`src/design/cnrf_pkg.sv`:
```
// ----------------------------------------------------------------------------
// cnrf_pkg
// shared types and constants for the cubic newton root finder
// ----------------------------------------------------------------------------
package cnrf_pkg;

	localparam int unsigned WordW = 48;
	localparam int unsigned TolW  = 47;
	localparam int unsigned IterW = 16;

	localparam logic [1:0] StatusConverged = 2'd0;
	localparam logic [1:0] StatusFlat      = 2'd1;
	localparam logic [1:0] StatusLimit     = 2'd2;

	localparam logic [2:0] RegConstant = 3'd0;
	localparam logic [2:0] RegLinear   = 3'd1;
	localparam logic [2:0] RegSquare   = 3'd2;
	localparam logic [2:0] RegCube     = 3'd3;
	localparam logic [2:0] RegTol      = 3'd4;
	localparam logic [2:0] RegMaxIter  = 3'd5;

	localparam logic signed [WordW-1:0] PosMax = {1'b0, {(WordW-1){1'b1}}};
	localparam logic signed [WordW-1:0] NegMin = {1'b1, {(WordW-1){1'b0}}};

	// arithmetic unit operations
	typedef enum logic [1:0] {
		OpMul,
		OpDiv,
		OpAdd,
		OpSub
	} alu_op_t;

	typedef struct packed {
		logic    start;
		alu_op_t op;
	} alu_cmd_t;

	// saturate a wide signed value to the word range
	function automatic logic signed [WordW-1:0] sat50(input logic signed [WordW+1:0] v);
		logic signed [WordW+1:0] hi;
		logic signed [WordW+1:0] lo;
		hi = {{2{PosMax[WordW-1]}}, PosMax};
		lo = {{2{NegMin[WordW-1]}}, NegMin};
		if (v > hi) begin
			return PosMax;
		end else if (v < lo) begin
			return NegMin;
		end
		return v[WordW-1:0];
	endfunction

	// apply sign to an unsigned magnitude of word+1 bits, saturating
	function automatic logic signed [WordW-1:0] apply_sign(input logic [WordW:0] mag,
		input logic neg);
		logic [WordW:0] lim;
		lim = {2'b01, {(WordW-1){1'b0}}};
		if (neg) begin
			if (mag >= lim) begin
				return NegMin;
			end
			return -$signed(mag[WordW-1:0]);
		end
		if (mag >= lim) begin
			return PosMax;
		end
		return mag[WordW-1:0];
	endfunction

endpackage

```
`src/design/cnrf_alu.sv`:
```
// ----------------------------------------------------------------------------
// cnrf_alu
// shared saturating fixed-point unit: multiply, divide, add and subtract
// ----------------------------------------------------------------------------
module cnrf_alu #(
	parameter int unsigned FRACTION_BITS = 24
) (
	input  logic                                clk,
	input  logic                                arst_n,
	input  cnrf_pkg::alu_cmd_t                  cmd,
	input  logic signed [cnrf_pkg::WordW-1:0]   a,
	input  logic signed [cnrf_pkg::WordW-1:0]   b,
	output logic                                done,
	output logic signed [cnrf_pkg::WordW-1:0]   result
);
	localparam int unsigned W   = cnrf_pkg::WordW;
	localparam int unsigned PW  = 2 * W;              // product width
	localparam int unsigned NW  = W + FRACTION_BITS;  // dividend width
	localparam int unsigned CW  = $clog2(PW + 1);

	typedef enum logic [1:0] {
		Idle,
		MulRun,
		DivRun
	} alu_state_t;

	alu_state_t      state_q;
	logic [CW-1:0]   cnt_q;
	logic            neg_q;
	logic [W-1:0]    ma_q;        // multiplicand or divisor magnitude
	logic [PW-1:0]   acc_q;       // product accumulator
	logic [W-1:0]    mb_q;        // multiplier bits, shifted out lsb first
	logic [NW-1:0]   num_q;       // dividend bits, shifted out msb first
	logic [W:0]      rem_q;
	logic [W:0]      quo_q;       // stops shifting once it reaches 2^W

	logic [W-1:0]    mag_a;
	logic [W-1:0]    mag_b;
	logic [PW:0]     acc_sum;     // one bit wider to keep the carry
	logic [PW-1:0]   acc_next;
	logic [W:0]      rem_sh;
	logic            qb;
	logic [W:0]      rem_next;
	logic [PW-1:0]   prod_sh;
	logic [W:0]      mul_mag;

	always_comb begin
		mag_a = a[W-1] ? W'(-a) : W'(a);
		mag_b = b[W-1] ? W'(-b) : W'(b);
		acc_sum = mb_q[0] ? {1'b0, acc_q} + {1'b0, ma_q, {W{1'b0}}} : {1'b0, acc_q};
		acc_next = acc_sum[PW:1];
		rem_sh = {rem_q[W-1:0], num_q[NW-1]};
		qb = (rem_sh >= {1'b0, ma_q});
		rem_next = qb ? rem_sh - {1'b0, ma_q} : rem_sh;
		prod_sh = acc_q >> FRACTION_BITS;
		mul_mag = (prod_sh[PW-1:W] != '0) ? {1'b1, {W{1'b0}}} : {1'b0, prod_sh[W-1:0]};
	end

	always_ff @(posedge clk or negedge arst_n) begin
		if (!arst_n) begin
			state_q <= Idle;
			cnt_q   <= '0;
			done    <= 1'b0;
		end else begin
			done <= 1'b0;
			case (state_q)
				Idle: begin
					if (cmd.start) begin
						case (cmd.op)
							cnrf_pkg::OpMul: begin
								neg_q   <= a[W-1] ^ b[W-1];
								ma_q    <= mag_a;
								mb_q    <= mag_b;
								acc_q   <= '0;
								cnt_q   <= CW'(W);
								state_q <= MulRun;
							end
							cnrf_pkg::OpDiv: begin
								neg_q <= a[W-1] ^ b[W-1];
								if (mag_b == '0) begin
									result <= (a == '0) ? '0 :
										(a[W-1] ? cnrf_pkg::NegMin : cnrf_pkg::PosMax);
									done   <= 1'b1;
								end else begin
									ma_q    <= mag_b;
									num_q   <= {mag_a, {FRACTION_BITS{1'b0}}};
									rem_q   <= '0;
									quo_q   <= '0;
									cnt_q   <= CW'(NW);
									state_q <= DivRun;
								end
							end
							cnrf_pkg::OpAdd: begin
								result <= cnrf_pkg::sat50((W+2)'(a) + (W+2)'(b));
								done   <= 1'b1;
							end
							cnrf_pkg::OpSub: begin
								result <= cnrf_pkg::sat50((W+2)'(a) - (W+2)'(b));
								done   <= 1'b1;
							end
							default: begin
								done <= 1'b1;
							end
						endcase
					end
				end
				MulRun: begin
					if (cnt_q == '0) begin
						result  <= cnrf_pkg::apply_sign(mul_mag, neg_q);
						done    <= 1'b1;
						state_q <= Idle;
					end else begin
						acc_q <= acc_next;
						mb_q  <= mb_q >> 1;
						cnt_q <= cnt_q - 1'b1;
					end
				end
				DivRun: begin
					if (cnt_q == '0) begin
						result  <= cnrf_pkg::apply_sign(quo_q, neg_q);
						done    <= 1'b1;
						state_q <= Idle;
					end else begin
						rem_q <= rem_next;
						num_q <= num_q << 1;
						quo_q <= quo_q[W] ? quo_q : {quo_q[W-1:0], qb};
						cnt_q <= cnt_q - 1'b1;
					end
				end
				default: state_q <= Idle;
			endcase
		end
	end
endmodule

```
`src/design/cubic_newton_root_finder_unit.sv`:
```
// ----------------------------------------------------------------------------
// cubic_newton_root_finder_unit
// newton-raphson root search on a configurable cubic
// ----------------------------------------------------------------------------
//  channel  | direction | handshake          | word
//  in       | input     | in_valid/in_stall  | initial_guess
//  out      | output    | out_valid/out_stall| root, status, iterations_used
//  cfg      | input     | cfg_we             | cfg_index, cfg_data
//
// one word at a time; a newton update runs seventeen operations on a
// shared serial unit: multiply and divide iterate bit by bit, while add
// and subtract are computed directly
// reset clears the sequencer and loads the default coefficients
// the result word waits in an output register; a new word is taken once it
// has been collected
module cubic_newton_root_finder_unit #(
	parameter int unsigned FRACTION_BITS = 24
) (
	input  logic                                clk,
	input  logic                                arst_n,
	input  logic                                in_valid,
	output logic                                in_stall,
	input  logic signed [cnrf_pkg::WordW-1:0]   initial_guess,
	output logic                                out_valid,
	input  logic                                out_stall,
	output logic signed [cnrf_pkg::WordW-1:0]   root,
	output logic [1:0]                          status,
	output logic [cnrf_pkg::IterW-1:0]          iterations_used,
	input  logic                                cfg_we,
	input  logic [2:0]                          cfg_index,
	input  logic [cnrf_pkg::WordW-1:0]          cfg_data
);
	localparam int unsigned W = cnrf_pkg::WordW;

	// configuration registers
	logic signed [W-1:0]               c0_q, c1_q, c2_q, c3_q;
	logic [cnrf_pkg::TolW-1:0]         tol_q;
	logic [cnrf_pkg::IterW-1:0]        maxit_q;

	always_ff @(posedge clk or negedge arst_n) begin
		if (!arst_n) begin
			c0_q    <= -48'sd32027705344;
			c1_q    <= 48'sd875770675;
			c2_q    <= 48'sd12582912;
			c3_q    <= -48'sd335544;
			tol_q   <= 47'd167772;
			maxit_q <= 16'd1000;
		end else if (cfg_we) begin
			case (cfg_index)
				cnrf_pkg::RegConstant: c0_q    <= cfg_data;
				cnrf_pkg::RegLinear:   c1_q    <= cfg_data;
				cnrf_pkg::RegSquare:   c2_q    <= cfg_data;
				cnrf_pkg::RegCube:     c3_q    <= cfg_data;
				cnrf_pkg::RegTol:      tol_q   <= cfg_data[cnrf_pkg::TolW-1:0];
				cnrf_pkg::RegMaxIter:  maxit_q <= cfg_data[cnrf_pkg::IterW-1:0];
				default: ;
			endcase
		end
	end

	// sequencer steps; each arithmetic step issues one operation and waits for the unit
	typedef enum logic [4:0] {
		SIdle,
		SX2,      // x2 = x*x
		SX3,      // x3 = x2*x
		SLx,      // t1 = lin*x
		SSx2,     // t = sq*x2
		SAdd1,    // t = t1+t
		SCx3,     // t1 = cube*x3
		SAdd2,    // t = t+t1
		SAdd3,    // f = t+c0
		SCheckF,
		SPx,      // p = sq*x
		SCx2,     // c = cube*x2
		SPP,      // p = p+p
		SLp,      // t = lin+p
		SCC,      // t1 = c+c
		SCCC,     // t1 = t1+c
		SDf,      // d = t+t1
		SCheckD,
		SDiv,     // q = f/d, kept in t
		SNew,     // x1 = x-q, kept in t1
		SCheckS,
		SOut
	} seq_state_t;

	seq_state_t           state_q;
	logic                 first_q;     // residual check before any update
	logic signed [W-1:0]  x_q, x2_q, x3_q, t_q, t1_q, f_q, p_q, c_q, d_q;
	logic [cnrf_pkg::IterW-1:0] it_q;
	logic                 wait_q;      // operation issued, waiting for done

	cnrf_pkg::alu_cmd_t   cmd;
	logic signed [W-1:0]  op_a, op_b;
	logic                 alu_done;
	logic signed [W-1:0]  alu_res;

	cnrf_alu #(
		.FRACTION_BITS(FRACTION_BITS)
	) u_alu (
		.clk    (clk),
		.arst_n (arst_n),
		.cmd    (cmd),
		.a      (op_a),
		.b      (op_b),
		.done   (alu_done),
		.result (alu_res)
	);

	// operand selection per step
	always_comb begin
		cmd.op = cnrf_pkg::OpMul;
		op_a   = x_q;
		op_b   = x_q;
		case (state_q)
			SX2:   begin op_a = x_q;  op_b = x_q; end
			SX3:   begin op_a = x2_q; op_b = x_q; end
			SLx:   begin op_a = c1_q; op_b = x_q; end
			SSx2:  begin op_a = c2_q; op_b = x2_q; end
			SAdd1: begin cmd.op = cnrf_pkg::OpAdd; op_a = t1_q; op_b = t_q; end
			SCx3:  begin op_a = c3_q; op_b = x3_q; end
			SAdd2: begin cmd.op = cnrf_pkg::OpAdd; op_a = t_q; op_b = t1_q; end
			SAdd3: begin cmd.op = cnrf_pkg::OpAdd; op_a = t_q; op_b = c0_q; end
			SPx:   begin op_a = c2_q; op_b = x_q; end
			SCx2:  begin op_a = c3_q; op_b = x2_q; end
			SPP:   begin cmd.op = cnrf_pkg::OpAdd; op_a = p_q; op_b = p_q; end
			SLp:   begin cmd.op = cnrf_pkg::OpAdd; op_a = c1_q; op_b = p_q; end
			SCC:   begin cmd.op = cnrf_pkg::OpAdd; op_a = c_q; op_b = c_q; end
			SCCC:  begin cmd.op = cnrf_pkg::OpAdd; op_a = t1_q; op_b = c_q; end
			SDf:   begin cmd.op = cnrf_pkg::OpAdd; op_a = t_q; op_b = t1_q; end
			SDiv:  begin cmd.op = cnrf_pkg::OpDiv; op_a = f_q; op_b = d_q; end
			SNew:  begin cmd.op = cnrf_pkg::OpSub; op_a = x_q; op_b = t_q; end
			default: ;
		endcase
		cmd.start = !wait_q && (state_q != SIdle) && (state_q != SCheckF) &&
			(state_q != SCheckD) && (state_q != SCheckS) && (state_q != SOut);
	end

	// magnitudes for the tolerance tests; |x1-x| is exact, so one bit wider
	logic [W-1:0]  abs_f, abs_d;
	logic signed [W:0] step;
	logic [W:0]    abs_s;

	always_comb begin
		abs_f = f_q[W-1] ? W'(-f_q) : W'(f_q);
		abs_d = d_q[W-1] ? W'(-d_q) : W'(d_q);
		step  = (W+1)'(t1_q) - (W+1)'(x_q);
		abs_s = step[W] ? (W+1)'(-step) : (W+1)'(step);
	end

	assign in_stall = (state_q != SIdle);

	always_ff @(posedge clk or negedge arst_n) begin
		if (!arst_n) begin
			state_q   <= SIdle;
			wait_q    <= 1'b0;
			out_valid <= 1'b0;
			first_q   <= 1'b0;
			it_q      <= '0;
		end else begin
			if (cmd.start) begin
				wait_q <= 1'b1;
			end
			if (alu_done) begin
				wait_q <= 1'b0;
			end
			case (state_q)
				SIdle: begin
					if (in_valid) begin
						x_q     <= initial_guess;
						first_q <= 1'b1;
						it_q    <= '0;
						state_q <= SX2;
					end
				end
				SOut: begin
					if (!out_stall) begin
						out_valid <= 1'b0;
						state_q   <= SIdle;
					end
				end
				SCheckF: begin
					if (first_q && ({1'b0, abs_f} < {2'b00, tol_q})) begin
						root      <= x_q;
						status    <= cnrf_pkg::StatusConverged;
						iterations_used <= '0;
						out_valid <= 1'b1;
						state_q   <= SOut;
					end else if (it_q >= maxit_q) begin
						root      <= '0;
						status    <= cnrf_pkg::StatusLimit;
						iterations_used <= it_q;
						out_valid <= 1'b1;
						state_q   <= SOut;
					end else begin
						first_q <= 1'b0;
						state_q <= SPx;
					end
				end
				SCheckD: begin
					if ({1'b0, abs_d} < {2'b00, tol_q}) begin
						root      <= '0;
						status    <= cnrf_pkg::StatusFlat;
						iterations_used <= it_q;
						out_valid <= 1'b1;
						state_q   <= SOut;
					end else begin
						state_q <= SDiv;
					end
				end
				SCheckS: begin
					if (abs_s < {2'b00, tol_q}) begin
						root      <= t1_q;
						status    <= cnrf_pkg::StatusConverged;
						iterations_used <= it_q;
						out_valid <= 1'b1;
						state_q   <= SOut;
					end else begin
						x_q     <= t1_q;
						state_q <= SX2;
					end
				end
				default: begin
					if (alu_done) begin
						case (state_q)
							SX2:   begin x2_q <= alu_res; state_q <= SX3; end
							SX3:   begin x3_q <= alu_res; state_q <= SLx; end
							SLx:   begin t1_q <= alu_res; state_q <= SSx2; end
							SSx2:  begin t_q  <= alu_res; state_q <= SAdd1; end
							SAdd1: begin t_q  <= alu_res; state_q <= SCx3; end
							SCx3:  begin t1_q <= alu_res; state_q <= SAdd2; end
							SAdd2: begin t_q  <= alu_res; state_q <= SAdd3; end
							SAdd3: begin f_q  <= alu_res; state_q <= SCheckF; end
							SPx:   begin p_q  <= alu_res; state_q <= SCx2; end
							SCx2:  begin c_q  <= alu_res; state_q <= SPP; end
							SPP:   begin p_q  <= alu_res; state_q <= SLp; end
							SLp:   begin t_q  <= alu_res; state_q <= SCC; end
							SCC:   begin t1_q <= alu_res; state_q <= SCCC; end
							SCCC:  begin t1_q <= alu_res; state_q <= SDf; end
							SDf:   begin d_q  <= alu_res; state_q <= SCheckD; end
							// quotient kept as is; the subtract saturates only once
							SDiv:  begin t_q  <= alu_res; state_q <= SNew; end
							SNew: begin
								t1_q    <= alu_res;
								it_q    <= it_q + 1'b1;
								state_q <= SCheckS;
							end
							default: state_q <= SIdle;
						endcase
					end
				end
			endcase
		end
	end

	// a result word only leaves with a legal status
	a_status_legal: assert property (@(posedge clk) disable iff (!arst_n)
		out_valid |-> (status != 2'd3))
		else $error("illegal status");

	// non-converged words carry a zero root
	a_root_zero: assert property (@(posedge clk) disable iff (!arst_n)
		(out_valid && status != cnrf_pkg::StatusConverged) |-> (root == '0))
		else $error("root not cleared");

	// no word is taken while a result is pending
	a_no_accept_busy: assert property (@(posedge clk) disable iff (!arst_n)
		out_valid |-> in_stall)
		else $error("input taken while busy");

	// the update count never passes the limit
	a_iter_bound: assert property (@(posedge clk) disable iff (!arst_n)
		out_valid |-> (iterations_used <= maxit_q))
		else $error("iteration count over limit");

endmodule
```
`config.mk`:
```
export PLATFORM = sky130hd
export DESIGN_NAME = cubic_newton_root_finder_unit
export DESIGN_NICKNAME = d
export VERILOG_FILES = /design/src/design/cnrf_pkg.sv /design/src/design/cnrf_alu.sv /design/src/design/cubic_newton_root_finder_unit.sv
export SDC_FILE = /design/constraint.sdc
export NUM_CORES = 2
export LEC_CHECK = 0
export BUFFER_PORTS_ARGS = -buffer_cell sky130_fd_sc_hd__buf_4
export CORE_ASPECT_RATIO = 2
export CORE_UTILIZATION = 50
export CTS_CLUSTER_DIAMETER = 30
export DETAILED_ROUTE_END_ITERATION = 16
export PLACE_DENSITY = 0.74
export SETUP_SLACK_MARGIN = 0.1
export SLEW_MARGIN = 25
export SYNTH_ARGS = -nofsm -noshare
export SYNTH_HDL_FRONTEND = slang
export SYNTH_SLANG_ARGS = --single-unit
```
`constraint.sdc`:
```
create_clock -name clk -period 19.3 [get_ports clk]
set_input_delay 3.86 -clock clk [delete_from_list [all_inputs] [get_ports clk]]
set_output_delay 3.86 -clock clk [all_outputs]
set_load 0.01 [all_outputs]
```
======== Word-level counts from Yosys, hierarchy flattened ========
Index checks and enable logic that the tools add are counted.
Widths: inputs -> output; s select.
cells by class
  add/subtract/negate cells ............... 14
  $lt $le $gt $ge ......................... 11
  equality and inequality tests ........... 59
  mux-type cells .......................... 146
  bitwise gates (word level) .............. 3
  reductions and logical operators ........ 76
operator list
  operator              number
  $mux 48               40
  $pmux 48 s3           3
  $pmux 48 s9           1
  $pmux 48 s2           4
  $pmux 48 s8           1
  $mux 49               7
  $mux 72               4
  $mux 96               3
  $neg 48->48           6
  $pmux 96 s2           1
  $pmux 72 s2           1
  $mux 16               7
  $gt 50x48->1 const B  2
  $lt 50x48->1 const B  2
  $ge 49x48->1 const B  2
  $pmux 49 s2           1
  $sub 48x48->49        2
  $add 96x96->97        1
  $mux 97               1
  $logic_not 48->1      2
  $lt 48x47->1          2
  $pmux 5 s17           1
  $reduce_and 4->1      13
  $add 48x48->49        1
  other kinds (61)      201
word-level totals
  register bits ........................... 1197
  output and inout bits ................... 68
  logic and storage cells ................. 344

======== Depth between registers and ports, before layout ========
  depth after elaboration ................. 14
  gate-level depth with buffers ........... 33

======== Hierarchy ========
From an unflattened synthesis, not the netlist that was laid out.
unflattened totals
  cell total of the unflattened synthesis .. 7631
  area, all modules ....................... 74859.3 µm²
modules (own cells, without submodules)
  module                         times used  cells an instance  area an instance (µm²)  sequential area each (µm²)
  cubic_newton_root_finder_unit  1           3805               42085.4                 22043.6
  cnrf_alu                       1           3826               32773.9                 11120.7

======== Least setup slack after synthesis ========
No wires, ideal clock.
  kind .................................... reg2reg
  start point ............................. register t1_q[3]
  end point ............................... register x_q[0], enable pin
  setup time .............................. 0.526 ns
  data arrival time ....................... 9.363 ns
  required time ........................... 18.774 ns
  setup slack ............................. 9.411 ns
  cell stages (with the launch flop) ...... 28
  period minus slack after synthesis ...... 9.889 ns
  cell sequence ........................... edfxtp_1 ha_1 o21ai_0 a211oi_1 a2111oi_0 or4b_1 a21oi_1 o211ai_1 mux2i_1 a2111oi_0 or4b_1 nor4_1 nor2_1 xnor2_1 ha_1 a21o_1 a21o_1 a21o_1 a21o_1 a21o_1 a21oi_1 nor2b_1 o21ai_0 nand3b_1 a21o_1 a41o_1 mux2i_1 o31ai_1
between the ends
  cells in the longest elaborated chain, start to end .. 6
RTL lines
  element                                RTL line                              text
  from (decl)                            cubic_newton_root_finder_unit.sv:89   logic signed [W-1:0] x_q, x2_q, x3_q, t_q, t1_q, f_q, p_q, c_q, d_q;
  from (signal assigned)                 cubic_newton_root_finder_unit.sv:228  SLx: begin t1_q <= alu_res; state_q <= SSx2; end
  from (signal assigned)                 cubic_newton_root_finder_unit.sv:244  t1_q <= alu_res;
  $sub 48x48->49 (*)                     cubic_newton_root_finder_unit.sv:147  step = (W+1)'(t1_q) - (W+1)'(x_q);
  $neg 49->49                            cubic_newton_root_finder_unit.sv:148  abs_s = step[W] ? (W+1)'(-step) : (W+1)'(step);
  $mux 49 (*)                            cubic_newton_root_finder_unit.sv:148
  $lt 49x47->1 (*)                       cubic_newton_root_finder_unit.sv:212  if (abs_s < {2'b00, tol_q}) begin
  $ne 2x2->1 (no source line) (*)        -
  $reduce_and 4->1 (no source line) (*)  -
  to (signal assigned)                   cubic_newton_root_finder_unit.sv:170  x_q <= initial_guess;
  to (signal assigned)                   cubic_newton_root_finder_unit.sv:219  x_q <= t1_q;
  to (decl)                              cubic_newton_root_finder_unit.sv:89
Every way passes the cells marked *; elsewhere a longest branch is shown, timed or not.
A chain may end at the register's enable or synchronous reset.

======== Worst setup path after layout ========
  start point ............................. register x_q[3]
  end point ............................... register root[43] in the netlist's numbering, enable pin
between the ends
  cells in the longest elaborated chain, start to end .. 6
RTL lines
  element                                RTL line                              text
  $sub 48x48->49 (*)                     cubic_newton_root_finder_unit.sv:147
  $neg 49->49                            cubic_newton_root_finder_unit.sv:148
  $mux 49 (*)                            cubic_newton_root_finder_unit.sv:148
  $lt 49x47->1 (*)                       cubic_newton_root_finder_unit.sv:212
  $ne 2x2->1 (no source line) (*)        -
  $reduce_and 5->1 (no source line) (*)  -
  to (signal assigned)                   cubic_newton_root_finder_unit.sv:184  root <= x_q;
  to (signal assigned)                   cubic_newton_root_finder_unit.sv:213  root <= t1_q;
  to (decl)                              cubic_newton_root_finder_unit.sv:26   output logic signed [cnrf_pkg::WordW-1:0] root,
Marked as above.

==> results.md <==
| Result | This run |
| --- | --- |
| Run status | finished clean |
| Critical-path cell with the highest stage delay | sky130_fd_sc_hd__a2111oi_0 |
| Core Footprint | 149000 sq um |
| Post-synthesis instance area | 75000 sq um |
| Via density per instance | 6.75 |
| Largest net degree at the start of global routing | 105 |
| Register bit total from synthesis | 1149 |
| Die span in y | 550 um |
| FFs w/ async S/R, synth | 25.2% |
| Tmin final | 10.35 ns |
| Logic pwr share | 58.1% |
| Maximum buffer depth of the clock tree | 4 |
| Starting DRC count in detailed routing | 7484 |
| R2r worst-path depth | 31 |
| Buffer cell driving the clock tree root | sky130_fd_sc_hd__clkbuf_16 |
| Number of nets with antenna violations after routing | 0 |
| Number of max-cap violations | 0 |
| Number of port buffers | 171 |
| Hpwl dp | 220000 um |
| Total grt overflow | 0 |
| Via count of the first global-routing pass | 66200 |
| Post-synthesis net count | 8040 |
| Power Internal | 8520 uW |
| Library cell occupying the most area in the post-synthesis netlist | sky130_fd_sc_hd__edfxtp_1 |
| Most frequent cell after synthesis | sky130_fd_sc_hd__edfxtp_1 |
| Clk_lat worst skew | 0.84 ns |
| Multi-input gate area in the final layout | 39200 sq um |
| Layout cell share with drive strength beyond 1 | 14.7% |
| Overall global routing resource usage | 39.0% |
| Yosys warning total | 0 |
| Post-Route Utilization | 57.0% |
| Final setup viols | 0 |
| Most common cell on crit path | sky130_fd_sc_hd__a21o_1 |
| Synth area leaders | sky130_fd_sc_hd__edfxtp_1 (34%), sky130_fd_sc_hd__dfrtp_1 (6.8%), sky130_fd_sc_hd__ha_1 (6.8%), sky130_fd_sc_hd__xnor2_1 (4.0%), sky130_fd_sc_hd__mux2_2 (3.7%) |
| Layout area overhead | 12.9% |
| Area used by sequential logic in the layout | 33200 sq um |
| Total Wirelength | 299000 um |
| Iteration count of the initial detailed-routing pass | 8 |
| Count of endpoints failing hold in the final timing report | 0 |
| Leading post-synthesis cells by instance count | sky130_fd_sc_hd__edfxtp_1 (860), sky130_fd_sc_hd__nand2_1 (715), sky130_fd_sc_hd__nor2_1 (654) |
| Primary flip-flop cell chosen by synthesis mapping | sky130_fd_sc_hd__edfxtp_1 |
| Seq/Total Area, Yosys | 44.2% |
| RSZ-0062 raised after global routing | false |
| Post-synth EDFFs | 860 |
| CP max stage delay | 0.80 ns |
| Fraction of power consumed by sequential logic | 22.1% |
| Share of the clock period used by the worst path | 53.6% |
| Global-route wire length before repair | 430000 um |
| Setup TNS | 0 ns |
| Number of H-tree levels | 4 |
| Capture endpoint of the worst hold path | c0_q[33] |
| Crit Reg-Reg Endpoint | root[43] |
| Highest clock rate | 96.6 MHz |
| Element type at the critical path end | flip-flop |
| Synth Area per Inst | 9.97 sq um |
| Category of the critical setup timing path | reg -> reg |
| Routed vias | 65400 |
| Start point of the worst hold path | c0_q[33] |
| Drc violations | 0 |
| TritonCTS clock tree | built |
| Gp weighted congestion | 1.03 |
| Transition time at the pin with the least slew margin | 1.16 ns |
| Number of gates given a new drive strength after cts | 0 |
| Pwr Total | 17000 uW |
| Static leakage | 0.0333 uW |
| Synth cell types | 117 |
| Initial antenna violation count | 13 |
| Total net switching power | 8430 uW |
| Worst reg-to-reg setup slack | 8.95 ns |
| Initial cell density of the core | 50.5% |
| Clock network power share | 19.8% |
| Max-slew headroom at the worst pin | 22.1% |
| Final Net Count | 8140 |
| Pwr dens | 200 nW/um^2 |
| Number of sinks handled by clock tree synthesis | 1149 |
| Hold Buf Count CTS | 0 |
| Clock Skew | 0.0769 ns |
| Crit path arrival time | 10.77 ns |
| Num ports | 172 |
| Switching Share | 49.7% |
| Required time of the critical path | 19.73 ns |
| Count of cells along the worst hold path | 1 |
| Type of element launching the critical path | flip-flop |
| Dpl cell area | 78400 sq um |
| CTS buffer count | 179 |
| Worst-path clk slew | 0.06 ns |
| R2r startpoint | x_q[3] |
| # Post-CTS Setup Buffers | 0 |
| Die boundary width | 276 um |
| Mapped Cells | 7526 |
| Die Footprint | 152000 sq um |
| Fin. max-slew vios | 0 |
| Count of standard-cell rows | 200 |
| Class of the most critical hold timing path | reg -> reg |
| Final std cell area, no fill | 84700 sq um |
| Synth top area share | 34.4% |
| Average wire length per cell after detail routing | 30.8 um |
| Critical path peak fanout | 40 |
| Worst IR drop on VDD | 0.000269 V |
| # fillers | 12900 |
==> flip-flops by register name, summed over array words and instances, names as in the netlist, 47 cells and up <==
register and flops:
u_alu.ma_q 48, f_q 48, x2_q 48, u_alu.mb_q 48, c3_q 48, c2_q 48
x3_q 48, tol_q 47, u_alu.quo_q 49, u_alu.rem_q 48, c0_q 48, u_alu.acc_q 72
x_q 48, root 48, p_q 48, d_q 48, u_alu.result 48, t1_q 48
u_alu.num_q 48, c_q 48, c1_q 48, t_q 48
==> area by class of cell <==
class / instances / area share (%)
inverters: 350 / 1.55
multi-input cells: 5631 / 46.3
diodes: 9 / 0.0266
flip-flops and latches: 1149 / 39.2
repair buffers: 315 / 2.81
clock inverters: 125 / 1.77
well taps: 1919 / 2.83
clock buffers: 200 / 5.55
==> cells in the final DEF (no fill, tap or decap), types with 45 or more instances in the layout <==
| cell type | n |
|---|---|
| sky130_fd_sc_hd__a31oi_1 | 68 |
| sky130_fd_sc_hd__mux2i_1 | 132 |
| sky130_fd_sc_hd__and3_1 | 118 |
| sky130_fd_sc_hd__o21a_1 | 52 |
| sky130_fd_sc_hd__a211oi_1 | 45 |
| sky130_fd_sc_hd__nor2b_1 | 87 |
| sky130_fd_sc_hd__edfxtp_1 | 860 |
| sky130_fd_sc_hd__nand3_1 | 94 |
| sky130_fd_sc_hd__ha_1 | 403 |
| sky130_fd_sc_hd__buf_4 | 312 |
| sky130_fd_sc_hd__nor3_1 | 104 |
| sky130_fd_sc_hd__inv_1 | 345 |
| sky130_fd_sc_hd__nand2_1 | 712 |
| sky130_fd_sc_hd__mux2_2 | 249 |
| sky130_fd_sc_hd__a22oi_1 | 95 |
| sky130_fd_sc_hd__nand2b_1 | 80 |
| sky130_fd_sc_hd__a21o_1 | 138 |
| sky130_fd_sc_hd__or3_1 | 58 |
| sky130_fd_sc_hd__o21ai_0 | 447 |
| sky130_fd_sc_hd__a21boi_0 | 48 |
| sky130_fd_sc_hd__a221oi_1 | 82 |
| sky130_fd_sc_hd__clkbuf_16 | 184 |
| sky130_fd_sc_hd__nor2_1 | 645 |
| sky130_fd_sc_hd__xor2_1 | 141 |
| sky130_fd_sc_hd__nor4_1 | 69 |
| sky130_fd_sc_hd__dfstp_2 | 86 |
| sky130_fd_sc_hd__nand4_1 | 92 |
| sky130_fd_sc_hd__and2_1 | 100 |
| sky130_fd_sc_hd__dfrtp_1 | 201 |
| sky130_fd_sc_hd__a41oi_1 | 47 |
| sky130_fd_sc_hd__a222oi_1 | 77 |
| sky130_fd_sc_hd__o31ai_1 | 68 |
| sky130_fd_sc_hd__a21oi_1 | 402 |
| sky130_fd_sc_hd__o21bai_1 | 50 |
| sky130_fd_sc_hd__xnor2_1 | 339 |
==> worst max-delay path: cells and delay by family (launching register included) <==
| kind | cells | cell delay (ns) |
|---|---|---|
| AO/OA/AOI/OAI | 16 | 4.06 |
| buffers and inverters | 4 | 1.20 |
| multiplexers | 2 | 0.49 |
| XOR/XNOR | 1 | 0.17 |
| adder cells (fa/ha/maj) | 2 | 0.74 |
| AND/OR/NAND/NOR | 6 | 2.73 |
| flip-flops | 1 | 0.42 |
==> worst max-delay path by stage <==
| stage | from | slack, ns | end | depth (start not counted) |
|---|---|---|---|---|
| global placement | x_q[3] | 8.95 | root[38] | 31 |
| finish | x_q[3] | 8.95 | root[43] | 31 |
| CTS | x_q[3] | 9.02 | root[43] | 31 |
| detailed placement | t1_q[3] | 9.11 | root[41] | 30 |
| floorplan | t1_q[3] | 9.41 | x_q[0] | 27 |
| global route | x_q[3] | 8.46 | root[39] | 31 |
==> per-layer routing <==
layer	global-route usage, %	vias to the layer above	part of all wire [%]
met4	36.1	12	11
met3	7.34	1405	8.2
met1	39.5	31800	32
met2	66.7	3927	49
li1	-	28300	-
met5	0.195	-	0.031
==> kinds of logic after synthesis <==
family                     share of synthesized area (%)
AOI/OAI and AO/OA                                   17.8
adders and majority gates                           6.89
muxes                                               5.68
and+or+nand+nor                                     15.8
DFF                                                 44.2
buffers and inverters                               4.04
xor gates and xnor gates                            5.62
==> stage by stage <==
step	worst slack, ns	std cells	hold slack, ns
final	8.95	9698	0.503
after global routing	8.46	9691	0.517
after CTS	9.02	9689	0.502
after detailed placement	9.11	9364	0.488
after global placement	8.95	9362	0.482
after floorplan	9.41	7526	0.435
==> power groups by stage <==
stage	Sequential, uW	Clock [uW]	Combinational (uW)
final	3740	3360	9860
after floorplan	3640	0	6120
after global routing	3770	3460	10400
after CTS	3730	3360	9490
after detailed placement	3770	0	9410
after global placement	3760	0	9400
Power figures use the tool's default switching activity.
